<file path="src/hdl/rsdf_pkg.sv">
`timescale 1ns / 1ps
// Package for the frame deframer: byte codes, verdict codes and the result record.
// Used by the result queue and the top level.
package rsdf_pkg;

  localparam logic [7:0] ByteStx = 8'h02;
  localparam logic [7:0] ByteEtx = 8'h03;
  localparam logic [7:0] ByteEot = 8'h04;
  localparam logic [7:0] BytePol = 8'h05;
  localparam logic [7:0] ByteAck = 8'h06;
  localparam logic [7:0] ByteNak = 8'h15;
  localparam logic [7:0] NoAddress = 8'hFF;

  // Largest payload a select or respond frame may carry.
  localparam int unsigned MaxPayload = 256;
  // Byte position saturates here.
  localparam logic [9:0] PosMax = 10'd1023;
  // Default depth of the result queue (power of two, at least 4).
  localparam int unsigned ResDepthDefault = 4;

  typedef enum logic [2:0] {
    VERD_NONE    = 3'd0,
    VERD_ACK     = 3'd1,
    VERD_NACK    = 3'd2,
    VERD_EOT     = 3'd3,
    VERD_POLL    = 3'd4,
    VERD_SELECT  = 3'd5,
    VERD_RESPOND = 3'd6,
    VERD_ERROR   = 3'd7
  } verdict_e;

  typedef struct packed {
    logic       is_verdict;
    logic [7:0] payload_byte;
    verdict_e   verdict;
    logic [7:0] station_address;
    logic [7:0] operation_code;
    logic [8:0] payload_count;
    logic       run_last;
  } res_t;

  // What the deframer hands to the result queue in one cycle.
  typedef struct packed {
    logic [1:0] n;        // number of results written this cycle
    res_t       first;
    res_t       second;
  } push_t;

endpackage

</file>
<file path="src/hdl/rsdf_if.sv">
`timescale 1ns / 1ps
// Valid/ready channel interfaces for received bytes and for deframer results.
// Depends on nothing.
interface rsdf_in_if;
  logic       valid;
  logic       ready;
  logic [7:0] rx_byte;
  logic       frame_end;

  modport source (output valid, output rx_byte, output frame_end, input ready);
  modport sink (input valid, input rx_byte, input frame_end, output ready);
endinterface

interface rsdf_out_if;
  logic       valid;
  logic       ready;
  logic       is_verdict;
  logic [7:0] payload_byte;
  logic [2:0] verdict;
  logic [7:0] station_address;
  logic [7:0] operation_code;
  logic [8:0] payload_count;
  logic       run_last;

  modport source (output valid, output is_verdict, output payload_byte, output verdict,
                  output station_address, output operation_code, output payload_count,
                  output run_last, input ready);
  modport sink (input valid, input is_verdict, input payload_byte, input verdict,
                input station_address, input operation_code, input payload_count,
                input run_last, output ready);
endinterface

</file>
<file path="src/hdl/rsdf_res_fifo.sv">
`timescale 1ns / 1ps
// Result queue of the deframer: takes up to two results a cycle, gives one.
// Depends on rsdf_pkg.
module rsdf_res_fifo #(
  parameter int unsigned Depth = rsdf_pkg::ResDepthDefault
) (
  input  logic                clk_i,
  input  logic                rst_ni,
  input  rsdf_pkg::push_t     push_i,
  output logic                space_o,
  output logic                valid_o,
  output rsdf_pkg::res_t      head_o,
  input  logic                pop_i
);

  localparam int unsigned PtrW = $clog2(Depth);
  localparam int unsigned CntW = $clog2(Depth + 1);

  rsdf_pkg::res_t mem_q [Depth];
  logic [PtrW-1:0] wr_q, wr_d, rd_q, rd_d, wr_next;
  logic [CntW-1:0] cnt_q, cnt_d;
  logic pop;

  assign pop     = pop_i && (cnt_q != '0);
  assign valid_o = (cnt_q != '0);
  assign head_o  = mem_q[rd_q];
  // Room for two results means any byte can be taken.
  assign space_o = (cnt_q <= CntW'(Depth - 2));
  assign wr_next = wr_q + PtrW'(1);

  always_comb begin
    wr_d  = wr_q + PtrW'(push_i.n);
    rd_d  = pop ? rd_q + PtrW'(1) : rd_q;
    cnt_d = cnt_q + CntW'(push_i.n) - CntW'(pop);
  end

  always_ff @(posedge clk_i) begin
    if (push_i.n != 2'd0) begin
      mem_q[wr_q] <= push_i.first;
    end
    if (push_i.n == 2'd2) begin
      mem_q[wr_next] <= push_i.second;
    end
  end

  always_ff @(posedge clk_i or negedge rst_ni) begin
    if (!rst_ni) begin
      wr_q  <= '0;
      rd_q  <= '0;
      cnt_q <= '0;
    end else begin
      wr_q  <= wr_d;
      rd_q  <= rd_d;
      cnt_q <= cnt_d;
    end
  end

`ifndef SYNTHESIS
  a_cnt_bound: assert property (@(posedge clk_i) disable iff (!rst_ni)
    cnt_q <= CntW'(Depth))
    else $error("result queue count exceeds depth");

  a_push_room: assert property (@(posedge clk_i) disable iff (!rst_ni)
    push_i.n != 2'd0 |-> cnt_q <= CntW'(Depth - 2))
    else $error("results written without room");

  a_ptr_match: assert property (@(posedge clk_i) disable iff (!rst_ni)
    PtrW'(wr_q - rd_q) == cnt_q[PtrW-1:0])
    else $error("queue pointers disagree with count");
`endif

endmodule

</file>
<file path="src/hdl/rs485_frame_deframer.sv">
`timescale 1ns / 1ps
// A result is written into the result queue when the byte that causes it is taken.
// Throughput: one byte per cycle while the result queue has room for two results; a last
// byte that also releases a payload byte gives two, which leave the queue (ResDepth entries) one at a time.
// Reset: rst_ni, asynchronous and active low, clears the frame state and empties the
// queue; the block is ready for bytes as soon as reset is released.
module rs485_frame_deframer #(
  parameter int unsigned ResDepth = rsdf_pkg::ResDepthDefault
) (
  input  logic  clk_i,
  input  logic  rst_ni,
  rsdf_in_if.sink    rx_i,
  rsdf_out_if.source res_o
);

  // Frame state. Every register goes back to its reset value after the last byte of a
  // frame, so each frame starts clean.
  logic [9:0] pos_q, pos_d;
  logic [7:0] lead_q, lead_d;
  logic [7:0] second_q, second_d;
  logic [7:0] addr_q, addr_d;
  logic [7:0] op_q, op_d;
  logic [7:0] xor_q, xor_d;
  logic [7:0] dly0_q, dly0_d;
  logic [7:0] dly1_q, dly1_d;
  logic       ovf_q, ovf_d;

  logic       accept;
  logic [7:0] b;
  logic       is_end;
  logic       is_sel, is_rsp;
  logic [9:0] pstart2, xstart, idx;
  logic       pay_win, fits, emit, ovf_c;
  logic [10:0] len;
  logic       bcc_ok, etx_ok;
  rsdf_pkg::verdict_e verd;
  logic [7:0] v_addr, v_op;
  logic [10:0] v_cnt;
  rsdf_pkg::res_t pay_res, verd_res;
  rsdf_pkg::push_t push;
  logic       space;
  rsdf_pkg::res_t head;

  assign accept = rx_i.valid && rx_i.ready;
  assign b      = rx_i.rx_byte;
  assign is_end = rx_i.frame_end;
  assign len    = {1'b0, pos_q} + 11'd1;

  // Classification. The leading and second bytes are taken from the incoming byte
  // at their own positions, so the byte just arriving already counts.
  always_comb begin
    lead_d   = (pos_q == 10'd0) ? b : lead_q;
    second_d = (pos_q == 10'd1) ? b : second_q;
    is_sel   = (pos_q != 10'd0) && (lead_d == rsdf_pkg::ByteEot)
               && (second_d == rsdf_pkg::ByteStx);
    is_rsp   = (lead_d == rsdf_pkg::ByteStx);
    // A select frame carries one more header byte than a respond frame.
    pstart2  = is_sel ? 10'd6 : 10'd5;
    xstart   = is_sel ? 10'd2 : 10'd1;

    addr_d = addr_q;
    op_d   = op_q;
    if (is_sel) begin
      if (pos_q == 10'd2) addr_d = b;
      if (pos_q == 10'd3) op_d = b;
    end else if (is_rsp) begin
      if (pos_q == 10'd1) addr_d = b;
      if (pos_q == 10'd2) op_d = b;
    end

    // A data byte leaves the two-byte delay once two later bytes show that it is
    // neither the ETX nor the BCC. Past the payload limit nothing more is released.
    pay_win = (is_sel || is_rsp) && (pos_q >= pstart2) && !ovf_q
              && (pos_q != rsdf_pkg::PosMax);
    idx     = pos_q - pstart2;
    fits    = ({3'b000, idx} < 13'(rsdf_pkg::MaxPayload));
    emit    = pay_win && fits;
    ovf_c   = ovf_q || (pos_q == rsdf_pkg::PosMax) || (pay_win && !fits);
  end

  // End-of-frame verdict.
  always_comb begin
    bcc_ok = (xor_q == b);
    etx_ok = (dly0_q == rsdf_pkg::ByteEtx);
    verd   = rsdf_pkg::VERD_ERROR;
    v_addr = rsdf_pkg::NoAddress;
    v_op   = 8'h00;
    v_cnt  = 11'd0;
    case (lead_d)
      rsdf_pkg::ByteAck: begin
        verd = (len == 11'd1) ? rsdf_pkg::VERD_ACK : rsdf_pkg::VERD_ERROR;
      end
      rsdf_pkg::ByteNak: begin
        verd = (len == 11'd1) ? rsdf_pkg::VERD_NACK : rsdf_pkg::VERD_ERROR;
      end
      rsdf_pkg::ByteEot: begin
        if (len == 11'd1) begin
          verd = rsdf_pkg::VERD_EOT;
        end else if (len == 11'd3) begin
          // Poll: EOT, address, POL.
          if (b == rsdf_pkg::BytePol) begin
            verd   = rsdf_pkg::VERD_POLL;
            v_addr = second_d;
          end
        end else if (len > 11'd3) begin
          if ((second_d == rsdf_pkg::ByteStx) && etx_ok) begin
            // Select frames too short to hold the header, ETX and BCC stay an error.
            if (len >= 11'd6) begin
              v_addr = addr_d;
              v_op   = op_d;
              v_cnt  = len - 11'd6;
              verd   = (!ovf_c && bcc_ok) ? rsdf_pkg::VERD_SELECT : rsdf_pkg::VERD_ERROR;
            end
          end else begin
            verd = rsdf_pkg::VERD_NONE;
          end
        end
      end
      rsdf_pkg::ByteStx: begin
        if (len <= 11'd3) begin
          verd = rsdf_pkg::VERD_NONE;
        end else if (etx_ok && (len >= 11'd5)) begin
          v_addr = addr_d;
          v_op   = op_d;
          v_cnt  = len - 11'd5;
          if (ovf_c) begin
            verd = rsdf_pkg::VERD_ERROR;
          end else begin
            // A checksum mismatch on a respond frame is reported as no frame at all.
            verd = bcc_ok ? rsdf_pkg::VERD_RESPOND : rsdf_pkg::VERD_NONE;
          end
        end
      end
      default: begin
        verd = rsdf_pkg::VERD_NONE;
      end
    endcase
  end

  // Results of this byte: the released payload byte first, then the verdict.
  always_comb begin
    pay_res.is_verdict      = 1'b0;
    pay_res.payload_byte    = dly1_q;
    pay_res.verdict         = rsdf_pkg::VERD_NONE;
    pay_res.station_address = rsdf_pkg::NoAddress;
    pay_res.operation_code  = 8'h00;
    pay_res.payload_count   = 9'd0;
    pay_res.run_last        = !is_end;

    verd_res.is_verdict      = 1'b1;
    verd_res.payload_byte    = 8'h00;
    verd_res.verdict         = verd;
    verd_res.station_address = v_addr;
    verd_res.operation_code  = v_op;
    verd_res.payload_count   = (v_cnt > 11'd511) ? 9'd511 : v_cnt[8:0];
    verd_res.run_last        = 1'b1;

    push.first  = emit ? pay_res : verd_res;
    push.second = verd_res;
    push.n      = accept ? (2'(emit) + 2'(is_end)) : 2'd0;
  end

  // Next frame state.
  always_comb begin
    if (is_end) begin
      pos_d  = 10'd0;
      xor_d  = 8'h00;
      dly0_d = 8'h00;
      dly1_d = 8'h00;
      ovf_d  = 1'b0;
    end else begin
      pos_d  = (pos_q < rsdf_pkg::PosMax) ? pos_q + 10'd1 : rsdf_pkg::PosMax;
      xor_d  = ((is_sel || is_rsp) && (pos_q >= xstart)) ? (xor_q ^ b) : xor_q;
      dly0_d = b;
      dly1_d = dly0_q;
      ovf_d  = ovf_c;
    end
  end

  always_ff @(posedge clk_i or negedge rst_ni) begin
    if (!rst_ni) begin
      pos_q    <= 10'd0;
      lead_q   <= 8'h00;
      second_q <= 8'h00;
      addr_q   <= rsdf_pkg::NoAddress;
      op_q     <= 8'h00;
      xor_q    <= 8'h00;
      dly0_q   <= 8'h00;
      dly1_q   <= 8'h00;
      ovf_q    <= 1'b0;
    end else if (accept) begin
      pos_q    <= pos_d;
      lead_q   <= is_end ? 8'h00 : lead_d;
      second_q <= is_end ? 8'h00 : second_d;
      addr_q   <= is_end ? rsdf_pkg::NoAddress : addr_d;
      op_q     <= is_end ? 8'h00 : op_d;
      xor_q    <= xor_d;
      dly0_q   <= dly0_d;
      dly1_q   <= dly1_d;
      ovf_q    <= ovf_d;
    end
  end

  // Results are queued so that a transfer can be taken while earlier results wait.
  rsdf_res_fifo #(
    .Depth (ResDepth)
  ) u_res_fifo (
    .clk_i   (clk_i),
    .rst_ni  (rst_ni),
    .push_i  (push),
    .space_o (space),
    .valid_o (res_o.valid),
    .head_o  (head),
    .pop_i   (res_o.ready)
  );

  assign rx_i.ready            = space;
  assign res_o.is_verdict      = head.is_verdict;
  assign res_o.payload_byte    = head.payload_byte;
  assign res_o.verdict         = head.verdict;
  assign res_o.station_address = head.station_address;
  assign res_o.operation_code  = head.operation_code;
  assign res_o.payload_count   = head.payload_count;
  assign res_o.run_last        = head.run_last;

`ifndef SYNTHESIS
  a_end_clears: assert property (@(posedge clk_i) disable iff (!rst_ni)
    accept && is_end |=> pos_q == 10'd0)
    else $error("frame state not cleared after last byte");

  a_two_only_at_end: assert property (@(posedge clk_i) disable iff (!rst_ni)
    push.n == 2'd2 |-> accept && is_end)
    else $error("two results from a byte that does not end the frame");

  a_idle_state: assert property (@(posedge clk_i) disable iff (!rst_ni)
    pos_q == 10'd0 |-> addr_q == rsdf_pkg::NoAddress && xor_q == 8'h00 && !ovf_q)
    else $error("frame start with stale state");
`endif

endmodule
</file>
<file path="src/flat_wrapper.sv">
// flat-port wrapper written by rule: the top's interface ports become plain ports
module rs485_frame_deframer_flat 
#(
  parameter int unsigned ResDepth = rsdf_pkg::ResDepthDefault
)
  (clk_i, rst_ni, rx_i_valid, rx_i_rx_byte, rx_i_frame_end, rx_i_ready, res_o_valid, res_o_is_verdict, res_o_payload_byte, res_o_verdict, res_o_station_address, res_o_operation_code, res_o_payload_count, res_o_run_last, res_o_ready);
  rsdf_in_if rx_i_i ();
  rsdf_out_if res_o_i ();
  input  logic clk_i;
  input  logic rst_ni;
  input wire logic [$bits(rx_i_i.valid)-1:0] rx_i_valid;
  input wire logic [$bits(rx_i_i.rx_byte)-1:0] rx_i_rx_byte;
  input wire logic [$bits(rx_i_i.frame_end)-1:0] rx_i_frame_end;
  output wire logic [$bits(rx_i_i.ready)-1:0] rx_i_ready;
  output wire logic [$bits(res_o_i.valid)-1:0] res_o_valid;
  output wire logic [$bits(res_o_i.is_verdict)-1:0] res_o_is_verdict;
  output wire logic [$bits(res_o_i.payload_byte)-1:0] res_o_payload_byte;
  output wire logic [$bits(res_o_i.verdict)-1:0] res_o_verdict;
  output wire logic [$bits(res_o_i.station_address)-1:0] res_o_station_address;
  output wire logic [$bits(res_o_i.operation_code)-1:0] res_o_operation_code;
  output wire logic [$bits(res_o_i.payload_count)-1:0] res_o_payload_count;
  output wire logic [$bits(res_o_i.run_last)-1:0] res_o_run_last;
  input wire logic [$bits(res_o_i.ready)-1:0] res_o_ready;
  assign rx_i_i.valid = rx_i_valid;
  assign rx_i_i.rx_byte = rx_i_rx_byte;
  assign rx_i_i.frame_end = rx_i_frame_end;
  assign rx_i_ready = rx_i_i.ready;
  assign res_o_valid = res_o_i.valid;
  assign res_o_is_verdict = res_o_i.is_verdict;
  assign res_o_payload_byte = res_o_i.payload_byte;
  assign res_o_verdict = res_o_i.verdict;
  assign res_o_station_address = res_o_i.station_address;
  assign res_o_operation_code = res_o_i.operation_code;
  assign res_o_payload_count = res_o_i.payload_count;
  assign res_o_run_last = res_o_i.run_last;
  assign res_o_i.ready = res_o_ready;
  rs485_frame_deframer #(.ResDepth(ResDepth)) u_core (.clk_i(clk_i), .rst_ni(rst_ni), .rx_i(rx_i_i), .res_o(res_o_i));
endmodule
</file>
<file path="config.mk">
export PLATFORM = sky130hd
export DESIGN_NAME = rs485_frame_deframer_flat
export DESIGN_NICKNAME = d
export VERILOG_FILES = /design/src/hdl/rsdf_pkg.sv /design/src/hdl/rsdf_if.sv /design/src/hdl/rsdf_res_fifo.sv /design/src/hdl/rs485_frame_deframer.sv /design/src/flat_wrapper.sv
export SDC_FILE = /design/constraint.sdc
export NUM_CORES = 1
export LEC_CHECK = 0
export ABC_CLOCK_PERIOD_IN_PS = 8060
export BUFFER_PORTS_ARGS = -buffer_cell sky130_fd_sc_hd__buf_4
export CORE_MARGIN = 2
export CORE_UTILIZATION = 50
export CTS_BUF_LIST = sky130_fd_sc_hd__clkbuf_8 sky130_fd_sc_hd__clkbuf_16
export DETAILED_ROUTE_END_ITERATION = 12
export GPL_TIMING_DRIVEN = 0
export PLACE_DENSITY = 0.7
export SLEW_MARGIN = 15
export SYNTH_ARGS = -nofsm -noshare
export SYNTH_HDL_FRONTEND = slang
export SYNTH_SLANG_ARGS = --single-unit
</file>
<file path="constraint.sdc">
create_clock -name clk_i -period 8.06 [get_ports clk_i]
set_clock_uncertainty 0.2 [all_clocks]
set_input_delay 0.806 -clock clk_i [delete_from_list [all_inputs] [get_ports clk_i]]
set_output_delay 0.806 -clock clk_i [all_outputs]
set_load 0.03 [all_outputs]
</file>
Word-level counts from Yosys, hierarchy flattened. Memories as Yosys holds them, arrays and structs flattened. Cells that the tools add are included.

Bitwise operators: 1. Equality and inequality tests: 16. Magnitude comparators: 10. Reductions and logical operators: 26. Add/subtract/negate cells: 11. Muxes and demuxes: 69.

Operators with widths (count): 8-bit 2-to-1 mux (33); 11-bit 2-to-1 mux (7); 38-bit 2-to-1 mux (1); 3-bit 2-to-1 mux (11); 8-bit one-hot mux with 2 select lines (2); 8-bit by 2-bit equality test with 1-bit output (second input constant) (3); 8-bit by 3-bit equality test with 1-bit output (second input constant) (3); 11-bit by 3-bit >= comparator with 1-bit output (second input constant) (2); 11-bit one-hot mux with 2 select lines (1); 11-bit by 3-bit subtractor with 11-bit output (second input constant) (2); 10-bit by 2-bit equality test with 1-bit output (second input constant) (2); 10-bit >= comparator (2); 10-bit 2-to-1 mux (2); 1-bit logical AND (13); 3-bit one-hot mux with 4 select lines (1); 10-bit by 1-bit adder with 11-bit output (second input constant) (1); 11-bit by 1-bit equality test with 1-bit output (second input constant) (1); 11-bit by 2-bit equality test with 1-bit output (second input constant) (1); 11-bit by 2-bit greater-than comparator with 1-bit output (second input constant) (1); 11-bit by 9-bit greater-than comparator with 1-bit output (second input constant) (1); 11-bit by 2-bit <= comparator with 1-bit output (second input constant) (1); 10-bit by 1-bit adder with 10-bit output (second input constant) (1); 10-bit by 1-bit equality test with 1-bit output (second input constant) (1); 10-bit equality test (second input constant) (1); 24 further kinds (39).

Memory bits (writable): 152. Register bits after elaboration: 74. Bits of input ports: 13. Output and inout bits: 40. Logic and storage cells: 146. Memories: 1.

Memory list: u_core.u_res_fifo.mem_q (depth 4, bits a word 38, rd ports 1, clocked after memory_dff 0, wr ports 2, line rsdf_res_fifo.sv:19) `rsdf_pkg::res_t mem_q [Depth];`.

Depth between registers and ports, before layout. Gate-level depths: netlist (run 1).

Depth in word-level cells: 22. Depth in mapped cells: 25. Mapped depth without buffers: 22.

Modules after synthesis. A second synthesis (run 1) with hierarchy kept.

Cells, all modules: 1064. Area total of the unflattened synthesis: 13167.6 µm².

Modules (own cells, without submodules): rsdf_res_fifo (cells an instance 408, area an instance 7871.3 µm², instances 1, sequential area each 4739.5 µm²); rs485_frame_deframer (cells an instance 656, area an instance 5296.3 µm², instances 1, sequential area each 1686.6 µm²).

Worst setup path before layout (run 1). No wires, ideal clock.

Kind: input to register. Start point: input port rx_i_rx_byte[3]. End point: memory u_core.u_res_fifo.mem_q[3][10] (netlist name), data pin. Required time: 7.719 ns. Stages on the path: 22. Arrival time: 5.779 ns. Buffers on the path: 3. Slack: 1.940 ns. Cells stage by stage: clkbuf_1 -> nor4_1 -> nand3_1 -> mux2i_4 -> nand3_1 -> ha_1 -> nor2b_1 -> o21ai_0 -> mux2i_1 -> a22oi_1 -> or4_4 -> clkinv_2 -> ha_1 -> clkbuf_1 -> nor2b_1 -> a21oi_1 -> or3_1 -> clkbuf_1 -> inv_1 -> o21ai_2 -> o21bai_2 -> nor2_1.

RTL lines: from (decl) (line flat_wrapper.sv:12) `input wire logic [$bits(rx_i_i.rx_byte)-1:0] rx_i_rx_byte;`; to (decl) (line rsdf_res_fifo.sv:19).

==> results.env, run 1 <==
DRT_WL_TOTAL_MM=30.5
STD_CELL_ROWS=56
CLOCK_TREE.HTREE_LEVEL_COUNT=1
AVGSYNTHCELLAREA_SQ_UM=11.0
POWER.DENSITY_nW_PER_UM2=332
POST-ROUTE-PERIOD-UTIL=0.842
RESULT_OF_THE_RUN='finished, final reports clean'
FP.DIEW_MICRONS=159
GRT-OVFL-TOTAL=0
VIAS_PER_CELL=6.12
DETAILEDPLACEMENTHPWL_MM=21.3
WL_PER_CELL_MICRONS=20.4
CP-END-KIND='register'
SYNTH.CELL_AREA_SQ_UM=12000
TIMING.CRITICAL_PATH.REQUIRED_NS=8.24
CLOCK-ROOT-BUFFER='sky130_fd_sc_hd__clkbuf_16'
P_LEAK_nW=5.20
FINALWORSTPATHREQUIREDPERIOD_NS=6.79
DRC_ERRORS=0
CLOCKBUFFERDEPTH=3
CTS_HOLD_BUF=0
DRV_SLEW=0
SETUP.WORST_PATH.START_CLASS='register'
MAX-CAP-VIOLATIONS=0
SYNTH-WARNING-COUNT=0
GATE_COUNT_OF_THE_MAPPED_NETLIST=1092
LAYOUT-DRIVE-GT1-SHARE=0.166
CTS_SETUP_BUFFERS=0
NUMCLOCKSINKS=226
PATH_CLASS='reg -> reg'
FINALSETUPVIOLCOUNT=0
RSZ0062_AT_GRT='no'
FILLERS=2010
CTS_MADE_BUFFERS=24
BUFFER_PORTS.INSERTED=45
GRT_ANTENNA_BEFORE_REPAIR=0
WORST_IR_DROP_VDD_mV=0.181
CLOCK_NETWORK_LATENCY_TO_THE_LATER_PIN_OF_THE_WORST_SKEW_PAIR_NS=0.52
GLOBALROUTETOTALUTIL=0.240
SETUP_SLACK_NS=1.27
GRT_START_MAX_NET_PINS=75
SYNTH-MAIN-FF-CELL='sky130_fd_sc_hd__edfxtp_1'
CRITPATHMAXFANOUT=30
CTS_RESIZED=0
VIA_COUNT=9176
DIEAREA_SQ_UM=25300
HOLD-WORST-SLACK_NS=0.225
DRT_PRE_ANTENNA_ITERS=6
POSTSYNTH.ASYNCRESETSHARE=0.327
WORSTHOLDPATHTYPE='in -> async'
TIGHTESTPINTRANSITION_NS=1.26
GRT_PASS1_VIAS=8887
PATH_CLK_SLEW_NS=0.06
DRT.ANTENNA.VIOLATING_NETS=0
HOLD_VIOLATIONS=0
SYNTHDISTINCTLIBCELLS=91
SLEW_HEADROOM=0.155
SYN2LAYOUT_AREA_GROWTH_PCT=13.1
GRT_FIRST_PASS_WIRELENGTH_MM=48.7
LAYOUT.NETS=1196
CRITICAL_PATH_ARRIVAL_NS=6.97
FINALSETUPTNS_NS=0
FMAX_MHz=147
FINALWEIGHTEDCONGESTION=0.944
POST-PLACE-WS_NS=0.881
INITIAL_CORE_UTIL=0.510
DRTITER0DRC=859
NUMBER_OF_ENABLE_TYPE_REGISTER_CELLS_IN_THE_SYNTHESIZED_NETLIST=112
BOUNDARYPINS=53
DIE-HEIGHT_MICRONS=159
TOTAL_POWER_mW=4.51
CORE-AREA_SQ_UM=23500
YOSYSSEQAREASHARE=0.502
SYNTH.FF_LATCH_COUNT=226
TRITONCTS_CLOCK_TREE='built'
INSERTEDDIODECOUNT=0
SYNTH_NETS=1125
[cells in the mapped netlist, drive strengths merged (7+ instances only)]
cell / instances / share of area
a21oi: 98 / 0.042
a222oi: 8 / 0.0067
a22o: 46 / 0.034
a31oi: 8 / 0.0042
and2: 12 / 0.0063
buf: 26 / 0.011
clkbuf: 50 / 0.016
dfrtp: 66 / 0.14
dfstp: 8 / 0.018
dfxtp: 40 / 0.067
edfxtp: 112 / 0.28
ha: 19 / 0.020
inv: 23 / 0.0072
mux2: 8 / 0.0081
mux2i: 11 / 0.010
mux4: 38 / 0.071
nand2: 89 / 0.028
nand2b: 18 / 0.010
nand3: 12 / 0.0050
nand3b: 12 / 0.0075
nand4: 8 / 0.0054
nor2: 110 / 0.037
nor2b: 17 / 0.0089
nor3: 19 / 0.0083
o211ai: 7 / 0.0048
o21ai: 69 / 0.031
o22a: 22 / 0.016
o22ai: 9 / 0.0047
xnor2: 19 / 0.014
[path summary, 6_finish.rpt]
check,start,to,slack [ns],cells after the start
worst max register to register,u_core.pos_q[0],u_core.u_res_fifo.mem_q[3][16],1.27,25
max in group asynchronous,rst_ni,u_core.u_res_fifo.rd_q[1],6.76,1
worst min register to register,u_core.u_res_fifo.mem_q[3][0],u_core.u_res_fifo.mem_q[3][0],0.26,1
worst min-delay path,rst_ni,u_core.op_q[3],0.22,1
min in group clk_i,u_core.u_res_fifo.mem_q[3][0],u_core.u_res_fifo.mem_q[3][0],0.26,1
worst max-delay path,u_core.pos_q[0],u_core.u_res_fifo.mem_q[3][16],1.27,25
[kinds of logic (layout without fill, tap and decap cells)]
family	after synthesis	count (layout)	synth area share
mux	57	57	0.0896
xor+xnor	24	24	0.0175
buf+inv	100	189	0.0346
compound gates	327	327	0.191
simple gates	338	338	0.144
fa+ha+maj	20	20	0.0215
flops	226	226	0.502
[area by class of cell]
| class | count | area [sq um] | share of cell area |
|---|---|---|---|
| sequential | 226 | 6030 | 0.444 |
| timing repair buffer | 45 | 338 | 0.0249 |
| inverter | 24 | 91.3 | 0.00673 |
| buffer | 76 | 324 | 0.0239 |
| clock inverter | 20 | 231 | 0.0170 |
| multi-input combinational | 766 | 5570 | 0.410 |
| tap | 319 | 399 | 0.0294 |
| clock buffer | 24 | 601 | 0.0442 |
[placed cells by master, fill, tap and decap left out, types with 5 or more instances in the layout]
| cell type | count |
|---|---|
| sky130_fd_sc_hd__a21oi_1 | 96 |
| sky130_fd_sc_hd__a222oi_1 | 8 |
| sky130_fd_sc_hd__a22o_1 | 46 |
| sky130_fd_sc_hd__a31oi_1 | 8 |
| sky130_fd_sc_hd__and2_1 | 11 |
| sky130_fd_sc_hd__and3_1 | 6 |
| sky130_fd_sc_hd__buf_1 | 7 |
| sky130_fd_sc_hd__buf_2 | 16 |
| sky130_fd_sc_hd__buf_4 | 46 |
| sky130_fd_sc_hd__bufinv_16 | 5 |
| sky130_fd_sc_hd__clkbuf_1 | 50 |
| sky130_fd_sc_hd__clkbuf_16 | 24 |
| sky130_fd_sc_hd__clkinv_1 | 5 |
| sky130_fd_sc_hd__dfrtp_1 | 66 |
| sky130_fd_sc_hd__dfstp_2 | 8 |
| sky130_fd_sc_hd__dfxtp_1 | 40 |
| sky130_fd_sc_hd__edfxtp_1 | 112 |
| sky130_fd_sc_hd__ha_1 | 19 |
| sky130_fd_sc_hd__inv_1 | 23 |
| sky130_fd_sc_hd__mux2_2 | 6 |
| sky130_fd_sc_hd__mux2i_1 | 10 |
| sky130_fd_sc_hd__mux4_2 | 38 |
| sky130_fd_sc_hd__nand2_1 | 88 |
| sky130_fd_sc_hd__nand2b_1 | 17 |
| sky130_fd_sc_hd__nand3_1 | 12 |
| sky130_fd_sc_hd__nand3b_1 | 12 |
| sky130_fd_sc_hd__nand4_1 | 7 |
| sky130_fd_sc_hd__nor2_1 | 105 |
| sky130_fd_sc_hd__nor2b_1 | 17 |
| sky130_fd_sc_hd__nor3_1 | 18 |
| sky130_fd_sc_hd__nor3b_1 | 5 |
| sky130_fd_sc_hd__nor4_1 | 5 |
| sky130_fd_sc_hd__o211ai_1 | 6 |
| sky130_fd_sc_hd__o21ai_0 | 56 |
| sky130_fd_sc_hd__o21ai_1 | 9 |
| sky130_fd_sc_hd__o22a_1 | 22 |
| sky130_fd_sc_hd__o22ai_1 | 9 |
| sky130_fd_sc_hd__xnor2_1 | 19 |
| sky130_fd_sc_hd__xor2_1 | 5 |
[power breakdown]
part | switching [mW] | internal [mW]
clock | 0.460 | 0.704
combinational | 1.10 | 0.693
sequential | 0.143 | 1.42
[state kept, by name, summed over array words and instances, names as in the netlist]
name                     count
u_core.u_res_fifo.wr_q       2
u_core.addr_q                8
u_core.second_q              8
u_core.u_res_fifo.cnt_q      3
u_core.dly1_q                8
u_core.dly0_q                8
u_core.xor_q                 8
u_core.u_res_fifo.mem_q    152
u_core.ovf_q                 1
u_core.u_res_fifo.rd_q       2
u_core.lead_q                8
u_core.op_q                  8
u_core.pos_q                10
[metrics by stage]
| step | instances | utilization | cell area [sq um] |
|---|---|---|---|
| 6_report | 1500 | 0.577 | 13600 |
| 5_1_grt | 1500 | 0.577 | 13600 |
| 4_1_cts | 1500 | 0.577 | 13600 |
| 3_5_place_dp | 1456 | 0.541 | 12700 |
| 3_3_place_gp | 1456 | 0.541 | 12700 |
| 2_1_floorplan | 1092 | - | 12000 |
[critical path, stage by stage, from the launching register on]
cell	delay (ns)
sky130_fd_sc_hd__dfrtp_1	0.47
sky130_fd_sc_hd__buf_2	0.26
sky130_fd_sc_hd__inv_1	0.20
sky130_fd_sc_hd__ha_1	0.27
sky130_fd_sc_hd__and4bb_2	0.28
sky130_fd_sc_hd__nand2_1	0.17
sky130_fd_sc_hd__and2_0	0.14
sky130_fd_sc_hd__buf_2	0.17
sky130_fd_sc_hd__nand3_1	0.12
sky130_fd_sc_hd__ha_1	0.33
sky130_fd_sc_hd__nor2b_1	0.13
sky130_fd_sc_hd__o21ai_0	0.23
sky130_fd_sc_hd__mux2i_1	0.22
sky130_fd_sc_hd__a22oi_1	0.11
sky130_fd_sc_hd__or4_4	0.60
sky130_fd_sc_hd__clkinv_2	0.15
sky130_fd_sc_hd__ha_1	0.16
sky130_fd_sc_hd__clkbuf_1	0.25
sky130_fd_sc_hd__nor2b_1	0.20
sky130_fd_sc_hd__a21oi_1	0.07
sky130_fd_sc_hd__or3_1	0.32
sky130_fd_sc_hd__clkbuf_1	0.24
sky130_fd_sc_hd__inv_2	0.63
sky130_fd_sc_hd__o21ai_2	0.21
sky130_fd_sc_hd__o21bai_2	0.34
sky130_fd_sc_hd__nor2_1	0.15
[metal layers]
layer | track usage | wire [microns] | part of all wire
met1 | 0.346 | 13700 | 0.45
met2 | 0.382 | 14100 | 0.46
met3 | 0.0370 | 2080 | 0.068
met4 | 0.0632 | 593 | 0.019
met5 | 0 | 0 | 0
Power figures use the tool's default switching activity.
==> run 2: changes to the inputs <==
- ABC_AREA: not set -> 1
- ABC_CLOCK_PERIOD_IN_PS: 8060 -> 6200
- PLACE_DENSITY: 0.7 -> 0.72
- clock period: 8.06 -> 6.2 ns (I/O delays scaled with it)
==> run 2 against run 1 <==
Net effect:
- combinational power increased by 140%
- via count increased by 20%
- critical path depth increased by 6
- sequential share of layout area decreased by 2.6 points
- critical endpoint is now u_core.u_res_fifo.mem_q[2][19]
- maximum frequency increased by 17%
- non-clock buffer count increased by 5
- synthesized cell count increased by 40%
- die area increased by 2.2%
- first-iteration DRC count increased by 11%
- clock power increased by 53%
- synthesized area increased by 2.3%
==> results.env, run 2 <==
RESULT_OF_THE_RUN='finished, final reports clean'
FINALWEIGHTEDCONGESTION=0.949
CRITICAL_PATH.MOST_COMMON_CELL='sky130_fd_sc_hd__nand2_1'
INITIAL_CORE_UTIL=0.507
POST-ROUTE-CELL-AREA_SQ_UM=14400
TOTAL_POWER_mW=8.06
SETUP.WORST_PATH.START_CLASS='register'
FMAX_MHz=172
UTILIZATION=0.595
GRT-OVFL-TOTAL=0
NETLIST.TOP_CELL.BY_AREA='sky130_fd_sc_hd__edfxtp_1'
POST-PLACE-WS_NS=-0.466
SYNTH-MAIN-FF-CELL='sky130_fd_sc_hd__edfxtp_1'
CORE-AREA_SQ_UM=24200
FINALSETUPVIOLCOUNT=0
GATE_COUNT_OF_THE_MAPPED_NETLIST=1533
WL_PER_CELL_MICRONS=18.3
NUMBER_OF_ENABLE_TYPE_REGISTER_CELLS_IN_THE_SYNTHESIZED_NETLIST=112
SYNTH.TOP_CELL.AREA_SHARE=0.274
DRV_SLEW=0
P_LEAK_nW=6.27
DRT_WL_TOTAL_MM=35.8
CTS_MADE_BUFFERS=25
CP-END-KIND='register'
LAYOUT.NETS=1653
SYNTHDISTINCTLIBCELLS=46
HOLD_VIOLATIONS=0
CLOCK_NETWORK_LATENCY_TO_THE_LATER_PIN_OF_THE_WORST_SKEW_PAIR_NS=0.55
INSERTEDDIODECOUNT=0
TIMING.CRITICAL_PATH.REQUIRED_NS=6.31
DRC_ERRORS=0
DP_CELL_COUNT=1913
WORSTHOLDPATHTYPE='in -> async'
DETAILEDPLACEMENTHPWL_MM=24.8
BOUNDARYPINS=53
CLOCK_TREE.HTREE_LEVEL_COUNT=1
SYNTH.FF_LATCH_COUNT=226
BUFFER_PORTS.INSERTED=52
PATH_CLASS='reg -> reg'
SYNTHMOSTINSTANTIATEDCELL='sky130_fd_sc_hd__nand2_1'
SYNTHTOPCELLSBYCOUNT='343 x sky130_fd_sc_hd__nand2_1, 211 x sky130_fd_sc_hd__nor2_1, 179 x sky130_fd_sc_hd__o21ai_0'
CRITICAL_PATH_ARRIVAL_NS=5.93
CRITICAL-PATH-SLOWEST-CELL='sky130_fd_sc_hd__dfrtp_1'
GRT_PASS1_VIAS=10520
SYNTH_NETS=1566
LEADING_REGISTERS_BY_FLOP_COUNT='u_core.u_res_fifo.mem_q (152), u_core.pos_q (10)'
CLOCK-ROOT-BUFFER='sky130_fd_sc_hd__clkbuf_16'
FINALWORSTPATHREQUIREDPERIOD_NS=5.82
PATH_BUF_INV=9
RSZ0062_AT_GRT='no'
TRITONCTS_CLOCK_TREE='built'
POST-ROUTE-PERIOD-UTIL=0.939
FINALSETUPTNS_NS=0
PATH_CLK_SLEW_NS=0.06
STD_CELL_ROWS=57
SETUP_SLACK_NS=0.376
INSTANCE_AREA_AFTER_PLACEMENT_SQ_UM=13200
CRIT_PATH_MAX_INCR_DELAY_NS=0.42
FINAL-INSTANCE-COUNT-EXCL-FILL=1963
CLOCKBUFFERDEPTH=3
FP.DIEW_MICRONS=161
DIE-HEIGHT_MICRONS=161
SYNTH-WARNING-COUNT=0
VIA_COUNT=11039
POSTSYNTH.ASYNCRESETSHARE=0.327
CP_TOP_FAMILY='simple AND/OR/NAND/NOR gates'
MAX_REG_FLOPS=152
GRT_START_MAX_NET_PINS=75
WORST_IR_DROP_VDD_mV=0.363
AVGSYNTHCELLAREA_SQ_UM=8.01
WORST-R2R-CELL-COUNT=31
TIGHTESTPINTRANSITION_NS=1.02
MOST-COMMON-LAYOUT-CELLS='343 x sky130_fd_sc_hd__nand2_1, 205 x sky130_fd_sc_hd__nor2_1, 178 x sky130_fd_sc_hd__o21ai_0, 165 x sky130_fd_sc_hd__inv_1, 112 x sky130_fd_sc_hd__edfxtp_1'
CRITPATHMAXFANOUT=20
SYNTH.CELL_AREA_SQ_UM=12300
MAX-CAP-VIOLATIONS=0
HOLD-WORST-SLACK_NS=0.0114
VIAS_PER_CELL=5.62
LAYOUT-DRIVE-GT1-SHARE=0.125
GRT_ANTENNA_BEFORE_REPAIR=0
DRT.ANTENNA.VIOLATING_NETS=0
R2R_SLACK_NS=0.38
DIEAREA_SQ_UM=25800
SYNTH_TOP_CELLS_BY_AREA='sky130_fd_sc_hd__edfxtp_1 27%, sky130_fd_sc_hd__dfrtp_1 13%, sky130_fd_sc_hd__nand2_1 10%'
LARGEST-REGISTER='u_core.u_res_fifo.mem_q'
GLOBALROUTETOTALUTIL=0.274
SLEW_HEADROOM=0.317
FINAL_COMMON_CELL='sky130_fd_sc_hd__nand2_1'
YOSYSSEQAREASHARE=0.491
SYN2LAYOUT_AREA_GROWTH_PCT=17.4
DRTITER0DRC=957
POWER.DENSITY_nW_PER_UM2=559
DRT_PRE_ANTENNA_ITERS=8
GRT_FIRST_PASS_WIRELENGTH_MM=56.5
NUMCLOCKSINKS=226
CP.DEPTH=31
-- run 2: worst register-to-register path: cells and delay by family, from the launching register on --
family | cells | cell delay (ns)
simple gates | 16 | 2.39
flops | 1 | 0.42
compound gates | 2 | 0.32
buf+inv | 9 | 1.21
fa+ha+maj | 3 | 0.88
xor+xnor | 1 | 0.15
-- run 2: per-layer routing --
metal  GRT usage  share of wire  vias to the layer above
li1            -              -                     5274
met1       0.376           0.42                     5135
met2       0.433           0.46                      540
met3      0.0517          0.089                       90
met4       0.112          0.036                        0
met5           0              0                        -
-- run 2: cells by family after synthesis --
logic type	Yosys count	synth area share
AO/OA/AOI/OAI	314	0.144
XOR/XNOR	26	0.0185
adder cells (fa/ha/maj)	20	0.0210
buffers and inverters	235	0.0795
flip-flops	226	0.491
AND/OR/NAND/NOR	712	0.246
-- run 2: final timing paths --
check                                               start                        endpoint
setup / recovery                          u_core.pos_q[3]  u_core.u_res_fifo.mem_q[2][19]
hold / removal                                     rst_ni              u_core.second_q[4]
setup reg to reg                          u_core.pos_q[3]  u_core.u_res_fifo.mem_q[2][19]
hold reg to reg            u_core.u_res_fifo.mem_q[1][31]  u_core.u_res_fifo.mem_q[1][31]
max in group asynchronous                          rst_ni                 u_core.pos_q[0]
min in group clk_i         u_core.u_res_fifo.mem_q[1][31]  u_core.u_res_fifo.mem_q[1][31]
-- run 2: repair_timing --
action	4_1_cts	5_1_grt
buffers inserted	0	3
gates cloned	0	1
pin swaps	0	4
hold buffers	0	0
setup endpoints to repair	224	233
gates resized for setup	14	36
-- run 2: power breakdown --
| group | total (mW) | internal, mW | switching [mW] |
|---|---|---|---|
| Combinational | 4.26 | 1.30 | 2.96 |
| Clock | 1.78 | 1.16 | 0.623 |
| Sequential | 2.02 | 1.86 | 0.163 |
| Total | 8.06 | 4.32 | 3.74 |
-- run 2: final cells by class --
| cell class | count | area [sq um] |
|---|---|---|
| Buffer | 66 | 395 |
| Clock buffer | 28 | 678 |
| Clock inverter | 18 | 323 |
| Fill cell | 2147 | 9830 |
| Inverter | 169 | 636 |
| Multi-Input combinational cell | 1072 | 5410 |
| Sequential cell | 226 | 6030 |
| Tap cell | 324 | 405 |
| Timing Repair Buffer | 60 | 541 |
==> run 3: changes to the inputs <==
- ABC_CLOCK_PERIOD_IN_PS: 6200 -> 5800
- PLACE_DENSITY: 0.72 -> 0.7
- clock period: 6.2 -> 5.8 ns (I/O delays scaled with it)
==> run 3 against run 2 <==
Net effect:
- clock power shrank 11%
- worst setup slack lost 0.092 ns
- first-iteration DRC count grew 13%
- critical endpoint is now u_core.u_res_fifo.mem_q[0][8]
- flip-flop and latch count is the same
- register-to-register slack lost 0.09 ns
- global-route usage grew 0.26 points
- utilization shrank 0.75 points
- maximum frequency grew 5.6%
- cell count grew 0.15%
- worst hold slack gained 0.015 ns
- die area is the same
- via count grew 0.22%
- largest cell class unchanged
==> results.env, run 3 (same netlist as run 2, synthesis figures left out) <==
RESULT_OF_THE_RUN='finished, final reports clean'
GRT_START_MAX_NET_PINS=75
INSERTEDDIODECOUNT=0
CORE-AREA_SQ_UM=24200
PATH_CLASS='reg -> reg'
SLEW_HEADROOM=0.272
GRT_ANTENNA_BEFORE_REPAIR=0
DRTITER0DRC=1081
DP_CELL_COUNT=1909
BOUNDARYPINS=53
FINAL-INSTANCE-COUNT-EXCL-FILL=1966
CELL_INTERNAL_POWER_mW=4.33
CRITPATHMAXFANOUT=10
GRT_PASS1_VIAS=10470
POST-PLACE-WS_NS=-1.10
FINALWORSTPATHREQUIREDPERIOD_NS=5.52
FINALSETUPVIOLCOUNT=0
BUFFER_PORTS.INSERTED=52
MOST-COMMON-LAYOUT-CELLS='343 x sky130_fd_sc_hd__nand2_1, 203 x sky130_fd_sc_hd__nor2_1, 178 x sky130_fd_sc_hd__o21ai_0, 160 x sky130_fd_sc_hd__inv_1, 112 x sky130_fd_sc_hd__edfxtp_1'
FMAX_MHz=181
PART_OF_THE_TOTAL_POWER_DISSIPATED_IN_SEQUENTIAL_ELEMENTS=0.259
CLOCK-ROOT-BUFFER='sky130_fd_sc_hd__clkbuf_16'
FINALWEIGHTEDCONGESTION=0.910
DIEAREA_SQ_UM=25800
STD_CELL_ROWS=57
TRITONCTS_CLOCK_TREE='built'
CLOCK_TREE.HTREE_LEVEL_COUNT=1
CLOCK_NETWORK_LATENCY_TO_THE_LATER_PIN_OF_THE_WORST_SKEW_PAIR_NS=0.55
LARGEST-REGISTER='u_core.u_res_fifo.mem_q'
FILLERS=2215
POWER_SWITCHING_SHARE=0.481
POWER.DENSITY_nW_PER_UM2=586
COMB_POWER_SHARE=0.550
POST-ROUTE-PERIOD-UTIL=0.951
SETUP_SLACK_NS=0.284
FF_LATCH_AREA_SQ_UM=6030
FINAL_COMMON_CELL='sky130_fd_sc_hd__nand2_1'
CRIT_PATH_MAX_INCR_DELAY_NS=0.46
WL_PER_CELL_MICRONS=18.2
WORST_IR_DROP_VDD_mV=0.423
DRT_WL_TOTAL_MM=35.9
FP.DIEW_MICRONS=161
GLOBALROUTETOTALUTIL=0.277
TIGHTESTPINTRANSITION_NS=1.08
LAYOUT.NETS=1657
GRT-OVFL-TOTAL=0
MAX-CAP-VIOLATIONS=0
WORSTHOLDPATHTYPE='in -> async'
CP-END-KIND='register'
MULTI_INPUT_COMB_AREA_SQ_UM=5410
PATH_BUF_INV=7
TIMING.CRITICAL_PATH.REQUIRED_NS=5.85
CRITICAL_PATH.MOST_COMMON_CELL='sky130_fd_sc_hd__nand2_1'
HOLD_VIOLATIONS=0
GRT_FIRST_PASS_WIRELENGTH_MM=56.6
PATH_CLK_SLEW_NS=0.06
LEADING_REGISTERS_BY_FLOP_COUNT='u_core.u_res_fifo.mem_q (152), u_core.pos_q (10)'
DIE-HEIGHT_MICRONS=161
POWER.NET_SWITCHING_mW=4.01
DRT_PRE_ANTENNA_ITERS=5
TOTAL_POWER_mW=8.34
CRITICAL_PATH_ARRIVAL_NS=5.57
INITIAL_CORE_UTIL=0.507
DETAILEDPLACEMENTHPWL_MM=24.8
CTS_MADE_BUFFERS=25
DRV_SLEW=0
CTS_HOLD_BUF=0
SETUP.WORST_PATH.START_CLASS='register'
CLOCKBUFFERDEPTH=3
DRT.ANTENNA.VIOLATING_NETS=0
DRC_ERRORS=0
CRITICAL-PATH-SLOWEST-CELL='sky130_fd_sc_hd__dfrtp_2'
SYN2LAYOUT_AREA_GROWTH_PCT=15.9
VIAS_PER_CELL=5.63
P_LEAK_nW=6.18
CP_TOP_FAMILY='simple AND/OR/NAND/NOR gates'
POWER_FRAC_CLOCK=0.191
VIA_COUNT=11063
NUMCLOCKSINKS=226
LAYOUT-DRIVE-GT1-SHARE=0.127
MAX_REG_FLOPS=152
[run 3: worst paths after layout]
check	from	to	slack [ns]	cells after the start
hold / removal	rst_ni	u_core.second_q[4]	0.03	1
max in group asynchronous	rst_ni	u_core.pos_q[0]	4.68	1
hold reg to reg	u_core.u_res_fifo.mem_q[2][37]	u_core.u_res_fifo.mem_q[2][37]	0.25	2
min in group clk_i	rx_i_rx_byte[5]	u_core.xor_q[5]	0.23	3
setup reg to reg	u_core.pos_q[2]	u_core.u_res_fifo.mem_q[0][8]	0.28	30
setup / recovery	u_core.pos_q[2]	u_core.u_res_fifo.mem_q[0][8]	0.28	30
[run 3: per-stage QoR]
step	cell area, sq um	TNS, ns	utilization	hold slack, ns
global route	14200	-0.242	0.587	0.104
finish	14200	0	0.587	0.0268
CTS	14100	0	0.582	0.0409
detailed placement	13100	-185.06	0.540	0.235
floorplan	12300	0	-	0.0844
global placement	13100	-149.40	0.540	0.231
[run 3: repair_timing]
| action | in CTS | in global routing |
|---|---|---|
| resized for setup | 38 | 15 |
| endpoints found under the setup margin | 248 | 260 |
| pin swaps | 3 | 9 |
| buffers inserted | 2 | 10 |
[run 3: metal layers]
layer | routed length (microns) | up-vias | GRT usage
met2 | 16100 | 448 | 0.439
met5 | 0 | - | 0
met1 | 15800 | 5245 | 0.385
met3 | 2720 | 87 | 0.0473
li1 | - | 5283 | -
met4 | 1230 | 0 | 0.104
[run 3: layout make-up]
type	count	share of cell area
sequential	226	0.423
timing repair buffer	64	0.0355
inverter	169	0.0449
multi-input combinational	1072	0.380
clock buffer	26	0.0449
clock inverter	19	0.0127
buffer	66	0.0301
tap	324	0.0285
[run 3: power by group through the flow]
stage	logic, mW	registers (mW)	clock network [mW]
6_report	4.59	2.17	1.59
5_1_grt	5.03	2.19	1.67
3_3_place_gp	4.35	2.17	0
3_5_place_dp	4.40	2.18	0
4_1_cts	4.47	2.15	1.60
2_1_floorplan	3.16	2.13	0
